===== src/rtl/jhs_pkg.sv =====
// Shared types, constants and helper functions for the Jacobi Helmholtz stencil sweep core.
// Used by the controller, the datapath and its arithmetic units. No dependencies.
package jhs_pkg;

   localparam int TILE_WIDTH  = 256;
   localparam int TILE_HEIGHT = 256;
   localparam int PAD_W       = TILE_WIDTH + 2;
   localparam int PAD_H       = TILE_HEIGHT + 2;
   localparam int COL_W       = $clog2(PAD_W);
   localparam int ROW_W       = $clog2(PAD_H);

   localparam int DATA_W = 48;
   localparam int SUM_W  = 63;
   localparam int CSR_W  = 3;
   localparam int OPND_W = 53;
   localparam int MAG_W  = 52;
   localparam int HALF_W = 26;
   localparam int PROD_W = 105;

   localparam logic signed [63:0] MAX48_C  = 64'sh0000_7FFF_FFFF_FFFF;
   localparam logic signed [63:0] MIN48_C  = 64'shFFFF_8000_0000_0000;
   localparam logic signed [63:0] ONE_Q24  = 64'sd16777216;

   typedef enum logic [2:0] {
      CSR_X_ORIGIN,
      CSR_Y_ORIGIN,
      CSR_DELTA_X,
      CSR_DELTA_Y,
      CSR_COEF_X,
      CSR_COEF_Y,
      CSR_ALPHA,
      CSR_RELAX
   } csr_reg_type;

   typedef enum logic [2:0] {
      ST_IDLE,
      ST_RD1,
      ST_RD2,
      ST_CC,
      ST_DIV_WAIT,
      ST_MUL_ISSUE,
      ST_MUL_WAIT,
      ST_OUT
   } state_type;

   typedef enum logic [3:0] {
      OP_GY,
      OP_CY,
      OP_GX,
      OP_CX,
      OP_T1,
      OP_T2,
      OP_P1,
      OP_P2,
      OP_P3,
      OP_R,
      OP_Q,
      OP_SQ
   } op_type;

   typedef enum logic [1:0] {
      SH_0,
      SH_24,
      SH_46
   } shift_type;

   typedef struct packed {
      logic   accept;
      logic   rd1;
      logic   rd2;
      logic   cc_start;
      logic   mul_start;
      op_type op;
      logic   out_load;
   } cmd_type;

   typedef struct packed {
      logic first;
      logic row_start;
      logic interior;
      logic mul_done;
      logic div_done;
      logic out_free;
   } sts_type;

   function automatic logic signed [47:0] sat48(input logic signed [63:0] v);
      logic signed [47:0] r;
      if (v > MAX48_C) begin
         r = MAX48_C[47:0];
      end else if (v < MIN48_C) begin
         r = MIN48_C[47:0];
      end else begin
         r = v[47:0];
      end
      return r;
   endfunction

   function automatic logic signed [52:0] ext53(input logic signed [47:0] v);
      return {{5{v[47]}}, v};
   endfunction

   function automatic logic signed [63:0] ext64(input logic signed [47:0] v);
      return {{16{v[47]}}, v};
   endfunction

endpackage


===== src/rtl/jhs_ctrl.sv =====
// Sequencing state machine: accepts items, orders line buffer access, the reciprocal
// and the chain of rounded products. Depends on jhs_pkg.
module jhs_ctrl import jhs_pkg::*; (
   input  logic    clock,
   input  logic    reset,
   input  logic    req_valid,
   output logic    req_stall,
   input  sts_type sts,
   output cmd_type cmd
);

   state_type state_ff, state_in;
   op_type    op_ff, op_in, op_next;

   always_comb begin
      case (op_ff)
         OP_GY:   op_next = OP_CY;
         OP_GX:   op_next = OP_CX;
         OP_CX:   op_next = OP_T1;
         OP_T1:   op_next = OP_T2;
         OP_T2:   op_next = OP_P1;
         OP_P1:   op_next = OP_P2;
         OP_P2:   op_next = OP_P3;
         OP_P3:   op_next = OP_R;
         OP_R:    op_next = OP_Q;
         OP_Q:    op_next = OP_SQ;
         default: op_next = op_ff;
      endcase
   end

   always_comb begin
      state_in = state_ff;
      op_in    = op_ff;
      unique case (state_ff)
         ST_IDLE: begin
            if (req_valid) state_in = ST_RD1;
         end
         ST_RD1: state_in = ST_RD2;
         ST_RD2: begin
            if (sts.first) begin
               state_in = ST_CC;
            end else if (sts.row_start) begin
               state_in = ST_MUL_ISSUE;
               op_in    = OP_GY;
            end else if (sts.interior) begin
               state_in = ST_MUL_ISSUE;
               op_in    = OP_GX;
            end else begin
               state_in = ST_IDLE;
            end
         end
         ST_CC: state_in = ST_DIV_WAIT;
         ST_DIV_WAIT: begin
            if (sts.div_done) state_in = ST_IDLE;
         end
         ST_MUL_ISSUE: state_in = ST_MUL_WAIT;
         ST_MUL_WAIT: begin
            if (sts.mul_done) begin
               if (op_ff == OP_CY) begin
                  state_in = ST_IDLE;
               end else if (op_ff == OP_SQ) begin
                  state_in = ST_OUT;
               end else begin
                  state_in = ST_MUL_ISSUE;
                  op_in    = op_next;
               end
            end
         end
         ST_OUT: begin
            if (sts.out_free) state_in = ST_IDLE;
         end
         default: state_in = ST_IDLE;
      endcase
   end

   always_comb begin
      req_stall     = (state_ff != ST_IDLE);
      cmd.accept    = (state_ff == ST_IDLE) && req_valid;
      cmd.rd1       = (state_ff == ST_RD1);
      cmd.rd2       = (state_ff == ST_RD2);
      cmd.cc_start  = (state_ff == ST_CC);
      cmd.mul_start = (state_ff == ST_MUL_ISSUE);
      cmd.op        = op_ff;
      cmd.out_load  = (state_ff == ST_OUT) && sts.out_free;
   end

   always_ff @(posedge clock) begin
      if (reset) begin
         state_ff <= ST_IDLE;
         op_ff    <= OP_GY;
      end else begin
         state_ff <= state_in;
         op_ff    <= op_in;
      end
   end

`ifndef SYNTH
   assert property (@(posedge clock) disable iff (reset) cmd.accept |=> state_ff == ST_RD1)
      else $error("accepted item did not start the line buffer read");
   assert property (@(posedge clock) disable iff (reset)
      sts.mul_done |-> state_ff == ST_MUL_WAIT)
      else $error("product finished while the sequencer was not waiting for it");
   assert property (@(posedge clock) disable iff (reset)
      sts.div_done |-> state_ff == ST_DIV_WAIT)
      else $error("reciprocal finished while the sequencer was not waiting for it");
`endif

endmodule


===== config.mk =====
export PLATFORM = sky130hd
export DESIGN_NAME = jhs_ctrl
export DESIGN_NICKNAME = d
export VERILOG_FILES = /design/src/rtl/jhs_pkg.sv /design/src/rtl/jhs_ctrl.sv
export SDC_FILE = /design/constraint.sdc
export NUM_CORES = 1
export LEC_CHECK = 0
export ABC_AREA = 0
export BUFFER_PORTS_ARGS = -buffer_cell sky130_fd_sc_hd__buf_2
export CAP_MARGIN = 15
export CORE_AREA = 5 5 42 44
export CTS_BUF_LIST = sky130_fd_sc_hd__clkbuf_8
export DETAILED_ROUTE_END_ITERATION = 6
export DIE_AREA = 0 0 47 49
export GPL_TIMING_DRIVEN = 0
export MAX_ROUTING_LAYER = met4
export PLACE_DENSITY = 0.76
export SYNTH_ARGS = -nofsm -noshare
export SYNTH_HDL_FRONTEND = slang
export SYNTH_SLANG_ARGS = --single-unit

===== constraint.sdc =====
create_clock -name clock -period 2.6 [get_ports clock]
set_input_delay 0 -clock clock [delete_from_list [all_inputs] [get_ports clock]]
set_output_delay 0 -clock clock [all_outputs]
set_load 0.05 [all_outputs]

# After elaboration in Yosys (flattened, before gate mapping)
# Index checks and enable logic that the tools add are counted.
[word_totals]
ff_bits = 7
out_inout_bits = 11
latch_bits = 0
inputBits = 9
mem_bits_ro = 0
ramBits = 0
memories = 0
wordCells = 55
[op_classes]
n_addsub = 0
magnitude_cmp = 0
div = 0
shifts = 0
bitwise = 0
n_mux = 18
n_reduce_logical = 8
eq_ne = 27
multipliers = 0
[op_table]
columns = ["operator", "count"]
rows = [
  ["4-bit one-hot mux with 10 select lines", 1],
  ["3-bit two-way mux", 8],
  ["4-bit two-way mux", 6],
  ["3-bit one-hot mux with 8 select lines", 1],
  ["4-bit by 3-bit == test with 1-bit output, second input constant", 4],
  ["4-bit == test, second input constant", 4],
  ["2-bit inequality test, second input constant", 7],
  ["3-bit == test, second input constant", 4],
  ["11-bit by 1-bit inequality test with 1-bit output, second input constant", 1],
  ["4-bit by 2-bit == test with 1-bit output, second input constant", 2],
  ["4-bit one-hot mux with 2 select lines", 1],
  ["7-bit AND reduction", 1],
  ["3-bit by 2-bit == test with 1-bit output, second input constant", 2],
  ["4-bit by 1-bit == test with 1-bit output, second input constant", 1],
  ["4-bit logical NOT", 1],
  ["4-bit AND reduction", 1],
  ["3-bit by 1-bit == test with 1-bit output, second input constant", 1],
  ["3-bit logical NOT", 1],
  ["3-bit inequality test, second input constant", 1],
  ["3-bit nonzero test", 1],
  ["1-bit logical AND", 2],
  ["2-bit two-way mux", 1],
  ["2-bit nonzero test", 1],
]

# Logic depth before layout (Yosys ltp)
# Gate-level depths: netlist of run 1.
[logic_depth]
word_depth = 6
depth_mapped = 5
depth_no_buf = 4

# Worst setup path before layout of run 1
# Ideal clock, no wire load.
[synth_path]
kind = "reg2reg"
from = "register op_ff[0]"
to = "register state_ff[0]"
stages_incl_launch_ff = 6
t_required_ns = 2.472
arrival_ns = 1.703
slack_ns = 0.769
setup_ns = 0.128
synth_period_minus_slack_ns = 1.831
path_buffers = 1
cell_sequence = "dfxtp_1 > clkbuf_4 > or4b_4 > a31oi_1 > o22a_1 > nor3_1"
[synth_via]
elab_chain_len = 4
[synth_lines]
columns = ["item", "line", "text"]
rows = [
  ["start, declared", "jhs_ctrl.sv:13", "op_type op_ff, op_in, op_next;"],
  ["start signal, assigned", "jhs_ctrl.sv:93", "op_ff <= op_in;"],
  ["4-bit by 1-bit == test with 1-bit output", "jhs_ctrl.sv:59", "if (op_ff == OP_CY) begin"],
  ["3-bit two-way mux", "jhs_ctrl.sv:59", ""],
  ["3-bit two-way mux", "jhs_ctrl.sv:58", "if (sts.mul_done) begin"],
  ["3-bit one-hot mux with 8 select lines", "jhs_ctrl.sv:34", "unique case (state_ff)"],
  ["end signal, assigned", "jhs_ctrl.sv:92", "state_ff <= state_in;"],
  ["end, declared", "jhs_ctrl.sv:12", "state_type state_ff, state_in;"],
]
# No other way between the ends. The select of a mux whose other input is x is not followed.
# A chain may end at the register's enable or synchronous reset.

# Worst setup path after layout of run 1
[layout_path]
from = "register state_ff[0]"
to = "register op_ff[1]"
[layout_via]
elab_chain_len = 3
word_cells_on_any_way = 11
cone_classes = "eq/ne (8); mux (1); reduce/logical (2)"
[layout_lines]
columns = ["item", "line"]
rows = [
  ["3-bit == test or 3-bit by 2-bit == test with 1-bit output (tied branches)", "jhs_ctrl.sv:34"],
  ["11-bit by 1-bit inequality test with 1-bit output (no source line), or another cell as far along", "-"],
  ["7-bit AND reduction (no source line)", "-"],
]
# Several ways; a longest one is shown, not always the timed one.

==> flow_metrics.py, run 1 <==
metrics = {
    "outcome": {
        "status": "finished clean",
    },
    "global_route": {
        "grt.overflow.total": 0,
        "grt_pass1_wl_mm": 2.691,
        "antenna_found_initial": 0,
        "grt_usage": 0.1607,
        "grt_max_degree": 11,
        "grt_pass1_vias": 644,
    },
    "drt": {
        "drt_iter0_drc": 13,
        "totalWireLength_mm": 1.612,
        "wl_per_cell_um": 13.55,
        "avgViaCountPerCell": 5.807,
        "dr_total_vias": 691,
        "ant_nets": 0,
        "route.detailed.drc": 0,
        "drt-pass1-iter-count": 4,
    },
    "critical_path": {
        "cp_slowest_cell": "nor4_2",
        "cp-end-kind": "flip-flop",
        "crit_required_ns": 2.76,
        "cp_max_fo": 10,
        "crit_chain": "buf_2 -> nor4_2 -> o32a_1 -> mux2i_1",
        "path_class": "flip-flop to flip-flop",
        "cp-start-kind": "flip-flop",
        "worst-endpoint-arrival_ns": 1.73,
        "cp_top_family": "simple AND/OR/NAND/NOR gates",
        "max_stage_delay_ns": 0.51,
        "cp_num_buf_inv": 1,
    },
    "timing": {
        "finalSetupTns_ns": 0,
        "rsz0062_at_grt": "no",
        "hold_ws_ns": 0.1044,
        "worstMarginPinSlew_ns": 0.5183,
        "setup_viol": 0,
        "post-route-min-period_ns": 1.578,
        "final-hold-violation-count": 0,
        "drv_slew": 0,
        "finalCritPeriodShare": 0.6068,
        "relSlewSlack": 0.6516,
        "max_freq_mhz": 633.9,
        "clock_skew_ns": 0.008132,
    },
    "synth": {
        "synth_cells": 81,
        "synth-seq-area-share": 0.2276,
        "synth.most_common_cell": "nor2_1",
        "async_flop_share": 0,
        "synth_top_area_share": 0.2276,
        "ys_top_cells_by_count": "nor2_1, dfxtp_1, nor3_1",
        "syn_nets": 90,
        "yosysUniqueCellTypes": 38,
        "synthTopCellsByArea": "dfxtp_1, nor2_1, nor3_1",
        "yosysTopAreaCell": "dfxtp_1",
        "syn_area_per_cell_um2": 7.600,
        "ys.warnings.count": 0,
        "synth_ff_type": "dfxtp_1",
        "ys_ff_latch": 7,
        "netlist_area_um2": 615.6,
        "synth_edf_count": 0,
    },
    "clock_network": {
        "cts_setup_buffers": 0,
        "clockBufferDepth": 2,
        "numCtsBuffers": 3,
        "clk_pin_slew_worst_paths_ns": 0.05,
        "htreeDepth": 1,
        "cts_tree": "yes",
        "cts-resized-gates": 0,
        "holdBufCountCts": 0,
        "cts_sinks": 7,
        "insertion_delay_ns": 0.23,
        "clock-root-buffer": "clkbuf_8",
    },
    "layout": {
        "num-fill-cells": 138,
        "fin_util": 0.5500,
        "area_growth_pct": 25.20,
        "layout.nets": 113,
        "final_cells": 119,
        "postLayoutCellArea_um2": 770.7,
        "layout-drive-gt1-share": 0.3204,
        "n_antenna_cell": 0,
    },
    "power": {
        "cellPowerDensity_mw_per_mm2": 547.1,
        "ir_drop_v": 0.0002333,
        "power_leakage_nw": 0.3313,
    },
    "die": {
        "dieWidth_um": 47,
        "start_util": 0.4393,
        "coreArea_mm2": 0.001401,
        "fp-row-count": 14,
        "die_y_um": 49,
        "io_pins": 20,
        "fp.dieArea_mm2": 0.002303,
    },
    "place": {
        "port_buffers": 18,
        "place_congestion": 0.8977,
        "dp_cells": 115,
        "dp_hpwl_mm": 1.181,
        "post_dp_cell_area_um2": 725.7,
    },
    "hold_path": {
        "hp-class": "input pin to flip-flop",
    },
    "job": {
        "cap_violations": 0,
    },
}
==> final timing paths <==
path	to	slack [ns]	from	depth (start not counted)
worst max register to register	op_ff[1]$_SDFFE_PP0P_	1.02	state_ff[0]$_SDFFE_PP0P_	4
worst min register to register	op_ff[3]$_SDFFE_PP0P_	0.64	op_ff[3]$_SDFFE_PP0P_	3
worst max-delay path	op_ff[1]$_SDFFE_PP0P_	1.02	state_ff[0]$_SDFFE_PP0P_	4
worst min-delay path	state_ff[0]$_SDFFE_PP0P_	0.10	sts[0]	3
==> state kept, by name (all words and copies together), names as in the netlist <==
| register | cells |
|---|---|
| op_ff | 4 |
| state_ff | 3 |
==> logic make-up after synthesis <==
group / synth area share
compound gates: 0.2256
xor+xnor: 0.01423
buf+inv: 0.09960
flops: 0.2276
mux: 0.05081
simple gates: 0.3821
==> power breakdown <==
part           total [mW]  internal (mW)  switching (mW)
logic               0.150         0.0471           0.103
registers           0.120          0.114         0.00618
clock network       0.152          0.102          0.0493
==> area by class of cell <==
| class | count | area [µm²] | area share |
|---|---|---|---|
| plain buffers | 8 | 50.05 | 0.06494 |
| clock buffers | 3 | 41.29 | 0.05357 |
| clock inverters | 1 | 3.754 | 0.004870 |
| inverters | 3 | 11.26 | 0.01461 |
| multi-input cells | 63 | 414.1 | 0.5373 |
| flip-flops and latches | 7 | 140.1 | 0.1818 |
| well taps | 16 | 20.02 | 0.02597 |
| repair buffers | 18 | 90.09 | 0.1169 |
==> layout by cell type (no fill, tap or decap), types with 2 or more instances in the layout <==
master and instances:
a31oi_1 3, dfxtp_1 7, mux2i_1 2, buf_2 22, clkbuf_8 3, o21bai_1 2
nand3_1 4, o21ai_0 2, inv_1 4, nor2_1 9, nand3b_1 3, nor3_1 6
a211oi_1 2, and2_1 3, a21oi_1 2, nand2_1 3, nand2b_1 4
==> worst min-delay path, cell delays in order <==
cell and delay, ns:
buf_2 0.10, o22a_1 0.14, nor3_1 0.04
==> metal layers <==
metal	share of wire	vias up	global-route usage	wire length [µm]
met5	0	-	-	0
li1	-	342	-	-
met1	0.43	315	0.1965	693
met2	0.48	32	0.2376	772
met4	0.0056	0	0.08756	9
met3	0.085	2	0.03321	137
==> metrics by stage <==
step           power, mW  worst slack (ns)
3_5_place_dp      0.2713             1.044
4_1_cts           0.4247             1.036
6_report          0.4217             1.022
5_1_grt           0.4449            0.9377
3_3_place_gp      0.2692             1.091
2_1_floorplan     0.2371            0.7694
Note: power is estimated with default switching activity, not from simulation.
==> run 2: changes to the inputs <==
- clock period: 2.6 -> 1.5 ns (I/O delays scaled with it)
==> flow_metrics.py, run 2 (same netlist as run 1, synthesis figures left out) <==
metrics = {
    "power": {
        "switching_share": 0.3846,
        "power_frac_clock": 0.363,
        "cellPowerDensity_mw_per_mm2": 948.9,
        "finalPower_uw": 750.4,
        "power_leakage_nw": 0.3235,
        "switchingPower_uw": 288.6,
        "comb_power_share": 0.355,
        "ir_drop_v": 0.0004324,
        "p_seq_frac": 0.283,
        "power.internal_uw": 461.8,
    },
    "timing": {
        "drv_slew": 0,
        "final-hold-violation-count": 0,
        "max_freq_mhz": 700.9,
        "finalCritPeriodShare": 0.9512,
        "worstMarginPinSlew_ns": 0.3892,
        "setup_viol": 0,
        "post-route-min-period_ns": 1.427,
        "relSlewSlack": 0.7405,
        "rsz0062_at_grt": "yes",
        "clock_skew_ns": 0.004698,
        "hold_ws_ns": 0.1026,
    },
    "critical_path": {
        "regToRegStartpoint": "op_ff[3]$_SDFFE_PP0P_",
        "path_class": "flip-flop to flip-flop",
        "cp_slowest_cell": "or4b_4",
        "r2r_cells": 5,
        "cp-end-kind": "flip-flop",
        "crit_chain": "buf_6 -> or4b_4 -> a31oi_1 -> o22a_1 -> nor3_1",
        "crit_required_ns": 1.60,
        "worst-endpoint-arrival_ns": 1.53,
        "max_stage_delay_ns": 0.51,
        "cp_max_fo": 10,
        "cp-start-kind": "flip-flop",
        "crit_start": "op_ff[3]$_SDFFE_PP0P_",
        "r2r_end": "state_ff[0]$_SDFFE_PP0P_",
        "ff2ff_setup_slack_ns": 0.07,
    },
    "layout": {
        "top_register": "op_ff",
        "area_growth_pct": 28.46,
        "n_antenna_cell": 0,
        "final_common_cell": "buf_2",
        "layout-drive-gt1-share": 0.3663,
        "largest_reg_flops": 4,
        "final_cell_mix": "buf_2, nor2_1, nor3_1",
        "layout.nets": 111,
        "reg.largest.list": "op_ff x4, state_ff x3",
    },
    "global_route": {
        "grt_pass1_vias": 652,
        "grt_usage": 0.1690,
        "antenna_found_initial": 0,
        "grt_pass1_wl_mm": 2.766,
        "grt.overflow.total": 0,
        "grt_max_degree": 11,
    },
    "die": {
        "start_util": 0.4393,
        "io_pins": 20,
        "fp.dieArea_mm2": 0.002303,
        "die_y_um": 49,
        "fp-row-count": 14,
        "coreArea_mm2": 0.001401,
        "dieWidth_um": 47,
    },
    "drt": {
        "ant_nets": 0,
        "drt_iter0_drc": 15,
        "avgViaCountPerCell": 5.769,
        "route.detailed.drc": 0,
        "wl_per_cell_um": 14.16,
        "dr_total_vias": 675,
        "drt-pass1-iter-count": 4,
        "totalWireLength_mm": 1.657,
    },
    "place": {
        "place_congestion": 0.8586,
        "port_buffers": 18,
        "dp_hpwl_mm": 1.258,
    },
    "outcome": {
        "status": "finished clean",
    },
    "clock_network": {
        "clk_pin_slew_worst_paths_ns": 0.04,
        "htreeDepth": 1,
        "cts_sinks": 7,
        "insertion_delay_ns": 0.24,
        "cts_tree": "yes",
        "cts_setup_buffers": 0,
        "holdBufCountCts": 0,
        "numCtsBuffers": 3,
        "clock-root-buffer": "clkbuf_8",
        "clockBufferDepth": 2,
    },
    "job": {
        "cap_violations": 0,
    },
    "hold_path": {
        "whs_endpoint": "state_ff[0]$_SDFFE_PP0P_",
        "hp-class": "input pin to flip-flop",
        "hold_depth": 3,
        "min_from": "sts[0]",
    },
}
[run 2: changes by cell type in the layout (fill, tap and decap cells not counted)]
cell | previous run | this run
dfxtp_4 | 0 | 1
nor4_2 | 1 | 0
nor4_4 | 0 | 1
buf_2 | 22 | 17
dfxtp_1 | 7 | 2
nor3_1 | 6 | 5
nor3_2 | 0 | 1
clkbuf_4 | 1 | 4
dfxtp_2 | 0 | 4
[run 2: worst max-delay path by stage]
stage / endpoint / slack [ns] / cells after the start
after floorplan: state_ff[0]$_SDFFE_PP0P_ / -0.05 / 5
after global placement: op_ff[0]$_SDFFE_PP0P_ / -0.03 / 4
after detailed placement: op_ff[0]$_SDFFE_PP0P_ / -0.11 / 4
after CTS: op_ff[0]$_SDFFE_PP0P_ / 0.005 / 4
after global routing: cmd[0] / -0.009 / 4
final: state_ff[0]$_SDFFE_PP0P_ / 0.07 / 5
[run 2: worst max-delay path, delay by kind of cell, from the launching register on]
kind            cells  cell delay, ns
simple gates        2            0.55
buf+inv             1            0.13
compound gates      2            0.30
flops               1            0.31
[run 2: final cells by class]
class / count / area, µm²
tap: 16 / 20.02
sequential: 7 / 148.9
fill: 139 / 610.6
buffer: 6 / 42.54
timing repair buffer: 18 / 95.09
multi-input combinational: 63 / 427.9
clock inverter: 1 / 3.754
clock buffer: 3 / 41.29
inverter: 3 / 11.26
[run 2: power by group through the flow]
stage	registers, mW	clock network, mW	logic [mW]
after floorplan	0.210	0	0.199
after global placement	0.210	0	0.255
after detailed placement	0.211	0	0.260
after CTS	0.209	0.278	0.265
after global routing	0.214	0.295	0.288
final	0.212	0.272	0.266
[run 2: per-stage QoR]
step           cell area (µm²)  setup TNS, ns  cells  utilization  worst slack [ns]
4_1_cts                  787.0              0    119       0.5616          0.005486
5_1_grt                  790.8      -0.008852    117       0.5643         -0.008852
2_1_floorplan            623.1       -0.05447     81            -          -0.05447
6_report                 790.8              0    117       0.5643           0.07325
3_5_place_dp             733.2        -0.1780    115       0.5232           -0.1096
3_3_place_gp             733.2       -0.05333    115       0.5232          -0.03341
[run 2: repair_timing]
| item | CTS | global route |
|---|---|---|
| pin swaps | 0 | 3 |
| resized for setup | 1 | 6 |
| cloned | 0 | 0 |
| setup endpoints to repair | 2 | 7 |
[run 2: per-layer routing]
| metal | share of wire | wire [µm] | track usage | vias up |
|---|---|---|---|---|
| met1 | 0.42 | 695 | 0.1934 | 310 |
| met2 | 0.48 | 790 | 0.2466 | 25 |
| met3 | 0.078 | 130 | 0.04059 | 5 |
| met4 | 0.024 | 40 | 0.1198 | 0 |
| met5 | 0 | 0 | - | - |
| li1 | - | - | - | 335 |
==> run 3: changes to the inputs <==
- REMOVE_ABC_BUFFERS: not set -> 1
==> flow_metrics.py, run 3 (same netlist as run 1, synthesis figures left out) <==
metrics = {
    "power": {
        "cellPowerDensity_mw_per_mm2": 951.5,
        "power_leakage_nw": 0.3016,
        "finalPower_uw": 714.3,
        "ir_drop_v": 0.0007255,
    },
    "timing": {
        "post-route-min-period_ns": 1.458,
        "max_freq_mhz": 685.7,
        "setup_slack_ns": 0.04168,
        "worstMarginPinSlew_ns": 0.3286,
        "finalCritPeriodShare": 0.9722,
        "drv_slew": 0,
        "relSlewSlack": 0.7793,
        "setup_viol": 0,
        "hold_ws_ns": 0.04767,
        "clock_skew_ns": 0.001908,
        "final-hold-violation-count": 0,
        "rsz0062_at_grt": "no",
    },
    "drt": {
        "drt-pass1-iter-count": 4,
        "ant_nets": 0,
        "met1_length_um": 604,
        "route.detailed.drc": 0,
        "totalWireLength_mm": 1.403,
        "wl_met2_um": 684,
        "drt_iter0_drc": 10,
        "wl_per_cell_um": 12.53,
        "highest_layer": "met3",
        "dr_total_vias": 628,
        "avgViaCountPerCell": 5.607,
        "wl_met3_um": 113,
    },
    "clock_network": {
        "clk_pin_slew_worst_paths_ns": 0.04,
        "clock-root-buffer": "clkbuf_8",
        "cts_sinks": 7,
        "insertion_delay_ns": 0.22,
        "numCtsBuffers": 3,
        "cts_setup_buffers": 0,
        "htreeDepth": 1,
        "clockBufferDepth": 2,
        "holdBufCountCts": 0,
        "cts_tree": "yes",
    },
    "layout": {
        "postLayoutCellArea_um2": 750.7,
        "largest_reg_flops": 4,
        "layout-drive-gt1-share": 0.3542,
        "fin_util": 0.5357,
        "seqCellArea_um2": 156.4,
        "top_register": "op_ff",
        "layout.nets": 106,
        "area_growth_pct": 21.95,
        "n_antenna_cell": 0,
        "final_cell_mix": "buf_2, nor2_1, nor3_1",
        "reg.largest.list": "op_ff x4, state_ff x3",
        "num-fill-cells": 133,
        "final_common_cell": "buf_2",
        "multi_input_area_um2": 422.9,
    },
    "place": {
        "place_congestion": 0.8439,
        "pre_cts_slack_ns": -0.1590,
        "port_buffers": 19,
        "post_dp_cell_area_um2": 680.7,
        "dp_hpwl_mm": 1.054,
    },
    "die": {
        "io_pins": 20,
        "dieWidth_um": 47,
        "die_y_um": 49,
        "fp.dieArea_mm2": 0.002303,
        "fp-row-count": 14,
        "coreArea_mm2": 0.001401,
        "start_util": 0.4393,
    },
    "critical_path": {
        "cp_slowest_cell": "or4b_4",
        "crit_chain": "or4b_4 -> a31oi_1 -> o22a_1 -> nor3_1",
        "crit_required_ns": 1.61,
        "max_stage_delay_ns": 0.55,
        "cp-start-kind": "flip-flop",
        "worst-endpoint-arrival_ns": 1.57,
        "cp_max_fo": 13,
        "cp-end-kind": "flip-flop",
        "path_class": "flip-flop to flip-flop",
    },
    "hold_path": {
        "hp-class": "input pin to flip-flop",
    },
    "global_route": {
        "grt.overflow.total": 0,
        "grt_max_degree": 17,
        "antenna_found_initial": 0,
        "grt_usage": 0.1409,
        "grt_pass1_wl_mm": 2.352,
        "grt_pass1_vias": 544,
    },
    "job": {
        "cap_violations": 0,
    },
    "outcome": {
        "status": "finished clean",
    },
}
[run 3: changes by cell type in the layout (fill, tap and decap cells not counted), sizes merged]
cell	previous run	this run
clkbuf	7	3
buf	20	19
[run 3: metal layers]
metal  GRT usage  vias up
met5           -        -
met4     0.02765        0
met3     0.06642        0
met2      0.2059       17
met1      0.1762      284
li1            -      327
[run 3: stage by stage]
stage,std cells,TNS (ns)
after detailed placement,108,-0.3711
after global placement,108,-0.2754
after global routing,112,0
final,112,0
after CTS,112,0
after floorplan,73,-0.6306
[run 3: critical path: cells and delay by family (launching register included)]
family / cells / cell delay (ns)
flip-flops: 1 / 0.37
AO/OA/AOI/OAI: 2 / 0.37
AND/OR/NAND/NOR: 2 / 0.59
[run 3: power by group]
group | internal, mW | switching [mW] | total, mW
clock network | 0.176 | 0.0767 | 0.253
registers | 0.198 | 0.0375 | 0.235
logic | 0.0740 | 0.152 | 0.226
[run 3: timing repair]
item | CTS | global route
pin swaps | 0 | 1
hold endpoints to repair | 0 | 0
gates resized for setup | 5 | 6
setup endpoints to repair | 5 | 6
[run 3: final cells by class]
| cell class | instances | area share |
|---|---|---|
| repair buffers | 19 | 0.1267 |
| inverters | 3 | 0.01500 |
| well taps | 16 | 0.02667 |
| clock buffers | 3 | 0.05500 |
| flip-flops and latches | 7 | 0.2083 |
| clock inverters | 1 | 0.005000 |
| multi-input cells | 63 | 0.5633 |
[run 3: worst paths after layout]
check                         from                        to  slack (ns)  depth (start not counted)
max          op_ff[2]$_SDFFE_PP0P_  state_ff[0]$_SDFFE_PP0P_        0.04                          4
min                          reset  state_ff[1]$_SDFFE_PP0P_        0.05                          2
max reg2reg  op_ff[2]$_SDFFE_PP0P_  state_ff[0]$_SDFFE_PP0P_        0.04                          4
min reg2reg  op_ff[1]$_SDFFE_PP0P_     op_ff[1]$_SDFFE_PP0P_        0.54                          2
